$ cat src/wpm_pkg.sv
// Types, constants and codes for the wildcard pattern matcher.
package wpm_pkg;

    localparam int MAX_PATTERN = 64;
    localparam int COL_N       = MAX_PATTERN + 1;
    localparam int CNT_W       = $clog2(MAX_PATTERN + 1);
    localparam int ADDR_W      = (MAX_PATTERN > 1) ? $clog2(MAX_PATTERN) : 1;

    localparam logic [7:0] STAR_CHAR = 8'd42;
    localparam logic [7:0] ANY_CHAR  = 8'd63;

    localparam logic [1:0] OP_CLEAR  = 2'd0;
    localparam logic [1:0] OP_APPEND = 2'd1;
    localparam logic [1:0] OP_TEXT   = 2'd2;
    localparam logic [1:0] OP_BEGIN  = 2'd3;

    typedef struct packed {
        logic [1:0] opcode;
        logic [7:0] char_value;
    } req_t;

    typedef struct packed {
        logic matched;
        logic pattern_overflow;
    } rsp_t;

    // Controller to datapath
    typedef struct packed {
        logic accept;
        logic step;
        logic emit;
    } wpm_cmd_t;

    // Datapath to controller
    typedef struct packed {
        logic sweep_last;
        logic out_free;
    } wpm_status_t;

endpackage

$ cat src/wildcard_pattern_matcher_top.sv
// Top level of the wildcard pattern matcher.
//
//   channel   handshake                 payload   direction
//   request   req_valid / req_stall     req       in
//   result    rsp_valid / rsp_stall     rsp       out
//
// Clear and append are taken while idle and give no result.
// Begin text and text characters sweep the match row one column a cycle through
// the single pattern memory read port, over all MAX_PATTERN + 1 columns, then load
// the result register; a new request waits until the result is loaded.
// Reset is asynchronous and active low; it empties the pattern and sets column zero.
// A stalled result is held while requests are still taken until the next sweep ends.
module wildcard_pattern_matcher_top
    import wpm_pkg::*;
(
    input  logic clk,
    input  logic rst_n,
    input  logic req_valid,
    output logic req_stall,
    input  req_t req,
    output logic rsp_valid,
    input  logic rsp_stall,
    output rsp_t rsp
);

    wpm_cmd_t    cmd;
    wpm_status_t status;

    wpm_ctrl u_ctrl (
        .clk       (clk),
        .rst_n     (rst_n),
        .req_valid (req_valid),
        .opcode    (req.opcode),
        .status    (status),
        .req_stall (req_stall),
        .cmd       (cmd)
    );

    wpm_datapath u_datapath (
        .clk       (clk),
        .rst_n     (rst_n),
        .req       (req),
        .cmd       (cmd),
        .rsp_stall (rsp_stall),
        .status    (status),
        .rsp_valid (rsp_valid),
        .rsp       (rsp)
    );

endmodule

$ cat src/wpm_ctrl.sv
// Controller: sequences the column sweep and the result hand-off.
module wpm_ctrl
    import wpm_pkg::*;
(
    input  logic        clk,
    input  logic        rst_n,
    input  logic        req_valid,
    input  logic [1:0]  opcode,
    input  wpm_status_t status,
    output logic        req_stall,
    output wpm_cmd_t    cmd
);

    localparam logic [1:0] S_IDLE  = 2'd0;
    localparam logic [1:0] S_SWEEP = 2'd1;
    localparam logic [1:0] S_HOLD  = 2'd2;

    logic [1:0] state_reg;
    logic [1:0] state_next;
    logic       sweep_op;

    assign sweep_op  = (opcode == OP_TEXT) || (opcode == OP_BEGIN);
    assign req_stall = (state_reg != S_IDLE);

    // Decide the next state and the commands for this cycle
    always_comb
    begin
        state_next = state_reg;
        cmd        = '0;
        unique case (state_reg)
            S_IDLE:
            begin
                if (req_valid)
                begin
                    cmd.accept = 1'b1;
                    if (sweep_op)
                        state_next = S_SWEEP;
                end
            end
            S_SWEEP:
            begin
                cmd.step = 1'b1;
                if (status.sweep_last)
                    state_next = S_HOLD;
            end
            S_HOLD:
            begin
                if (status.out_free)
                begin
                    cmd.emit   = 1'b1;
                    state_next = S_IDLE;
                end
            end
            default:
            begin
                state_next = S_IDLE;
            end
        endcase
    end

    // Hold the state
    always_ff @(posedge clk or negedge rst_n)
    begin
        if (!rst_n)
            state_reg <= S_IDLE;
        else
            state_reg <= state_next;
    end

endmodule

$ cat src/wpm_datapath.sv
// Datapath: pattern memory, match row shift line, sweep counter, result register.
module wpm_datapath
    import wpm_pkg::*;
(
    input  logic        clk,
    input  logic        rst_n,
    input  req_t        req,
    input  wpm_cmd_t    cmd,
    input  logic        rsp_stall,
    output wpm_status_t status,
    output logic        rsp_valid,
    output rsp_t        rsp
);

    logic [7:0]       pat_mem [MAX_PATTERN];
    logic [7:0]       rd_data_reg;

    logic [CNT_W-1:0] count_reg;
    logic             ovf_reg;
    logic [COL_N-1:0] row_reg;
    logic [CNT_W-1:0] col_reg;
    logic             begin_reg;
    logic [7:0]       ch_reg;
    logic             prev_old_reg;
    logic             prev_new_reg;
    logic             hit_reg;
    logic             rsp_valid_reg;
    rsp_t             rsp_reg;

    logic             old_bit;
    logic             new_bit;
    logic             pc_star;
    logic             pc_hit;
    logic             room;

    assign room    = (count_reg < CNT_W'(MAX_PATTERN));
    assign old_bit = row_reg[0];
    assign pc_star = (rd_data_reg == STAR_CHAR);
    assign pc_hit  = (rd_data_reg == ANY_CHAR) || (rd_data_reg == ch_reg);

    // Work out the new value of the column now at the head of the shift line
    always_comb
    begin
        priority if (col_reg == '0)
            new_bit = begin_reg;
        else if (col_reg > count_reg)
            new_bit = 1'b0;
        else if (begin_reg)
            new_bit = prev_new_reg & pc_star;
        else if (pc_star)
            new_bit = old_bit | prev_new_reg;
        else if (pc_hit)
            new_bit = prev_old_reg;
        else
            new_bit = 1'b0;
    end

    assign status.sweep_last = (col_reg == CNT_W'(MAX_PATTERN));
    assign status.out_free   = !rsp_valid_reg || !rsp_stall;

    // Store appended pattern characters and read one entry per cycle
    always_ff @(posedge clk)
    begin
        if (cmd.accept && (req.opcode == OP_APPEND) && room)
            pat_mem[count_reg[ADDR_W-1:0]] <= req.char_value;
        rd_data_reg <= pat_mem[col_reg[ADDR_W-1:0]];
    end

    // Pattern length, overflow flag and the match row
    always_ff @(posedge clk or negedge rst_n)
    begin
        if (!rst_n)
        begin
            count_reg <= '0;
            ovf_reg   <= 1'b0;
            row_reg   <= COL_N'(1);
            col_reg   <= '0;
        end
        else if (cmd.accept)
        begin
            col_reg <= '0;
            unique case (req.opcode)
                OP_CLEAR:
                begin
                    count_reg <= '0;
                    ovf_reg   <= 1'b0;
                    row_reg   <= COL_N'(1);
                end
                OP_APPEND:
                begin
                    // Columns above the count are always zero, so the new one is too
                    if (room)
                        count_reg <= count_reg + CNT_W'(1);
                    else
                        ovf_reg <= 1'b1;
                end
                default:
                begin
                end
            endcase
        end
        else if (cmd.step)
        begin
            // Rotate the row by one column, writing the new value at the tail
            row_reg <= {new_bit, row_reg[COL_N-1:1]};
            col_reg <= col_reg + CNT_W'(1);
        end
    end

    // Latch the request and carry neighbor values along the sweep
    always_ff @(posedge clk)
    begin
        if (cmd.accept)
        begin
            begin_reg <= (req.opcode == OP_BEGIN);
            ch_reg    <= req.char_value;
        end
        if (cmd.step)
        begin
            prev_old_reg <= old_bit;
            prev_new_reg <= new_bit;
            if (col_reg == count_reg)
                hit_reg <= new_bit;
        end
        if (cmd.emit)
        begin
            rsp_reg.matched          <= hit_reg;
            rsp_reg.pattern_overflow <= ovf_reg;
        end
    end

    // Hold the result until it is taken
    always_ff @(posedge clk or negedge rst_n)
    begin
        if (!rst_n)
            rsp_valid_reg <= 1'b0;
        else if (cmd.emit)
            rsp_valid_reg <= 1'b1;
        else if (!rsp_stall)
            rsp_valid_reg <= 1'b0;
    end

    assign rsp_valid = rsp_valid_reg;
    assign rsp       = rsp_reg;

endmodule

$ cat config.mk
export PLATFORM = sky130hd
export DESIGN_NAME = wildcard_pattern_matcher_top
export DESIGN_NICKNAME = d
export VERILOG_FILES = /design/src/wpm_pkg.sv /design/src/wildcard_pattern_matcher_top.sv /design/src/wpm_ctrl.sv /design/src/wpm_datapath.sv
export SDC_FILE = /design/constraint.sdc
export NUM_CORES = 1
export LEC_CHECK = 0
export ABC_AREA = 1
export BUFFER_PORTS_ARGS = -buffer_cell sky130_fd_sc_hd__buf_2
export CAP_MARGIN = 15
export CORE_MARGIN = 2
export CORE_UTILIZATION = 45
export DETAILED_ROUTE_END_ITERATION = 6
export PLACE_DENSITY = 0.68
export SLEW_MARGIN = 5
export SYNTH_ARGS = -nofsm -noshare
export SYNTH_HDL_FRONTEND = slang
export SYNTH_SLANG_ARGS = --single-unit
$ cat constraint.sdc
create_clock -name clk -period 1.9 [get_ports clk]
set_input_delay 0.285 -clock clk [delete_from_list [all_inputs] [get_ports clk]]
set_output_delay 0.285 -clock clk [all_outputs]
set_load 0.05 [all_outputs]
==> flow_summary.json <==
{
  "syn_area_sq_um": 24700,
  "worstPathCellList": "nor2_2 > nand2_2 > nor3_4 > inv_2 > nor2_4 > nand3_4 > buf_6 > nor2_2 > buf_6",
  "cts_root_buf": "clkbuf_16",
  "worst-path-max-fanout": 8,
  "synth_edf_count": 526,
  "htree_num_levels": 2,
  "syn_nets": 2086,
  "required_ns": 2.22,
  "numCtsBuffers": 58,
  "grt_use_total": 0.219,
  "syn2layout_area_growth_pct": 24.0,
  "ant_nets": 0,
  "skew_ns": 0.0251,
  "grt_first_pass_wirelength_um": 95200,
  "drt_pass1_iterations": 6,
  "path_clk_slew_ns": 0.06,
  "diodes": 0,
  "irDropWorstVdd_mv": 0.821,
  "routedWlPerCell_um": 22.2,
  "cp.arrival_ns": 2.32,
  "io-pin-count": 18,
  "dp.cells": 2815,
  "crit_slowest_cell": "dfrtp_1",
  "nets": 2248,
  "total_power_mw": 43.8,
  "regArea_sq_um": 18000,
  "die-area_sq_um": 56800,
  "grt_antenna_before_repair": 0,
  "synth_area_leaders": "edfxtp_1, dfrtp_1, nor2_1",
  "ys_types": 39,
  "synth_cells": 2062,
  "swShare": 0.354,
  "setup_viol_count_final": 522,
  "port_buffers": 17,
  "ys_warn_count": 0,
  "rows": 85,
  "drt_iter0_drc": 2296,
  "final_layout_size_suffix_gt1_frac": 0.213,
  "clockBufferDepth": 3,
  "clkSinkCount": 617,
  "chipHeight_um": 238,
  "status": "finished with violations",
  "synth_top_cell_area_share": 0.639,
  "place_hpwl_um": 35200,
  "rsz0062_at_grt": "true",
  "reg2reg_slack_ns": -0.09,
  "period_needed_ns": 1.99,
  "routed_via_density": 5.75,
  "p_switching_mw": 15.5,
  "gp_congestion": 0.895,
  "grt_max_degree": 75,
  "stdcell_count": 2967,
  "multi_input_area_sq_um": 6490,
  "largest_reg_flops": 512,
  "pwr-share-comb": 0.371,
  "synth-seq-cells": 617,
  "vias": 17100,
  "ys.flop_type": "edfxtp_1",
  "cap_violations": 0,
  "drv_slew": 0,
  "worst_slew_pin_slew_ns": 0.815,
  "synth_most_common_cell": "edfxtp_1",
  "worstSetupPathType": "reg -> reg",
  "routed_wl_um": 66000,
  "overflow": 0,
  "syn_area_per_cell_sq_um": 12.0,
  "max_slew_margin": 0.457,
  "clockPowerShare": 0.263,
  "fmax_mhz": 502,
  "num-fill-cells": 4140,
  "async_flop_share": 0.135,
  "hold_violations": 0,
  "synth_area_leader_cell": "edfxtp_1",
  "leakage_nw": 10.8,
  "drc": 0,
  "final.period_utilization": 1.05,
  "internal_power_mw": 28.3,
  "whs_ns": 0.0889,
  "synthTopCellsByCount": "edfxtp_1, nor2_1, o21ai_0",
  "tns_ns": -23.05,
  "initial_utilization": 0.458,
  "cp-start-kind": "register",
  "hold_class": "in -> reg",
  "ys_seq_area_frac": 0.729,
  "grt_pass1_vias": 16300,
  "cts_tree": "done",
  "worst_setup_path_end_kind": "register",
  "cpPeakStageDelay_ns": 0.40,
  "core_area_sq_um": 54000,
  "finalWorstSetupSlack_ns": -0.0939,
  "violations": "setup timing",
  "powerDensity_nw_per_um2": 1430,
  "die_w_um": 238,
  "clk_latency_ns": 0.62,
  "p_seq_frac": 0.365
}
-- power groups by stage --
stage | clock [mW] | combinational [mW] | sequential [mW]
finish | 11.5 | 16.3 | 16.0
global route | 12.2 | 17.4 | 16.1
CTS | 11.6 | 14.0 | 16.0
detailed placement | 0 | 12.3 | 16.3
global placement | 0 | 12.1 | 16.2
floorplan | 0 | 8.33 | 16.1
-- area by class of cell --
class                   count  area share
repair buffers            215      0.0933
clock inverters            35      0.0112
flip-flops and latches    617       0.589
clock buffers              72      0.0498
well taps                 696      0.0284
repair inverters            2    0.000735
inverters                 123      0.0163
multi-input cells        1207       0.212
-- per-layer routing --
| layer | GRT usage | wire, um | up-vias |
|---|---|---|---|
| li1 | - | - | 7653 |
| met1 | 0.305 | 26800 | 8404 |
| met3 | 0.0330 | 5440 | 147 |
| met2 | 0.349 | 31300 | 870 |
| met5 | 0 | 0 | - |
| met4 | 0.0884 | 2400 | 0 |
-- cell usage in the layout (no fill, tap or decap), drive strengths merged, types with 2 or more instances in the layout --
cell / n
nor2: 419
a22oi: 2
xnor2: 4
dfxtp: 8
clkbuf: 86
inv: 122
clkinv: 29
buf: 197
edfxtp: 526
nand2: 237
a21oi: 16
bufinv: 7
clkinvlp: 2
nor3: 6
nand4: 18
dfrtp: 82
o22ai: 162
ha: 10
o21ai: 292
dlygate4sd3: 3
nand3: 32
-- what timing repair did --
item                                    in CTS  in global routing
hold buffers                                 3                  0
cloned                                       8                 19
gates resized for setup                    144                273
hold endpoints to repair                    86                  0
buffers inserted                            11                  6
endpoints found under the setup margin     515                592
pin swaps                                   16                 55
-- cell families after synthesis --
family                     after synthesis  synth area share
and+or+nand+nor                        716             0.115
DFF                                    617             0.729
AOI/OAI and AO/OA                      477             0.106
buffers and inverters                  238            0.0437
adders and majority gates               10           0.00506
xor gates and xnor gates                 4           0.00142
-- final timing paths --
check | start | endpoint | cells after the start
min reg2reg | u_datapath.hit_reg$_DFFE_PP_ | u_datapath.rsp[1]$_DFFE_PP_ | 0
min in group asynchronous | rst_n | u_datapath.row_reg[32]$_DFFE_PN0P_ | 2
max | u_ctrl.state_reg[1]$_DFFE_PN0P_ | u_datapath.pat_mem[32][2]$_DFFE_PP_ | 9
max reg2reg | u_ctrl.state_reg[1]$_DFFE_PN0P_ | u_datapath.pat_mem[32][2]$_DFFE_PP_ | 9
max in group asynchronous | rst_n | u_datapath.row_reg[0]$_DFFE_PN1P_ | 3
min | req[9] | u_ctrl.state_reg[0]$_DFFE_PN0P_ | 3
-- per-stage QoR --
stage	setup WS, ns	util	cell area (sq um)
after CTS	-0.0489	0.545	29400
after global placement	-0.104	0.494	26700
final	-0.0939	0.567	30700
after global routing	-0.156	0.567	30700
after detailed placement	-0.143	0.494	26700
after floorplan	-0.112	-	24800
-- critical path, delay by kind of cell (launching register included) --
family,cells,cell delay (ns)
flops,1,0.40
buf+inv,3,0.45
simple gates,6,0.85
Power figures use the tool's default switching activity.
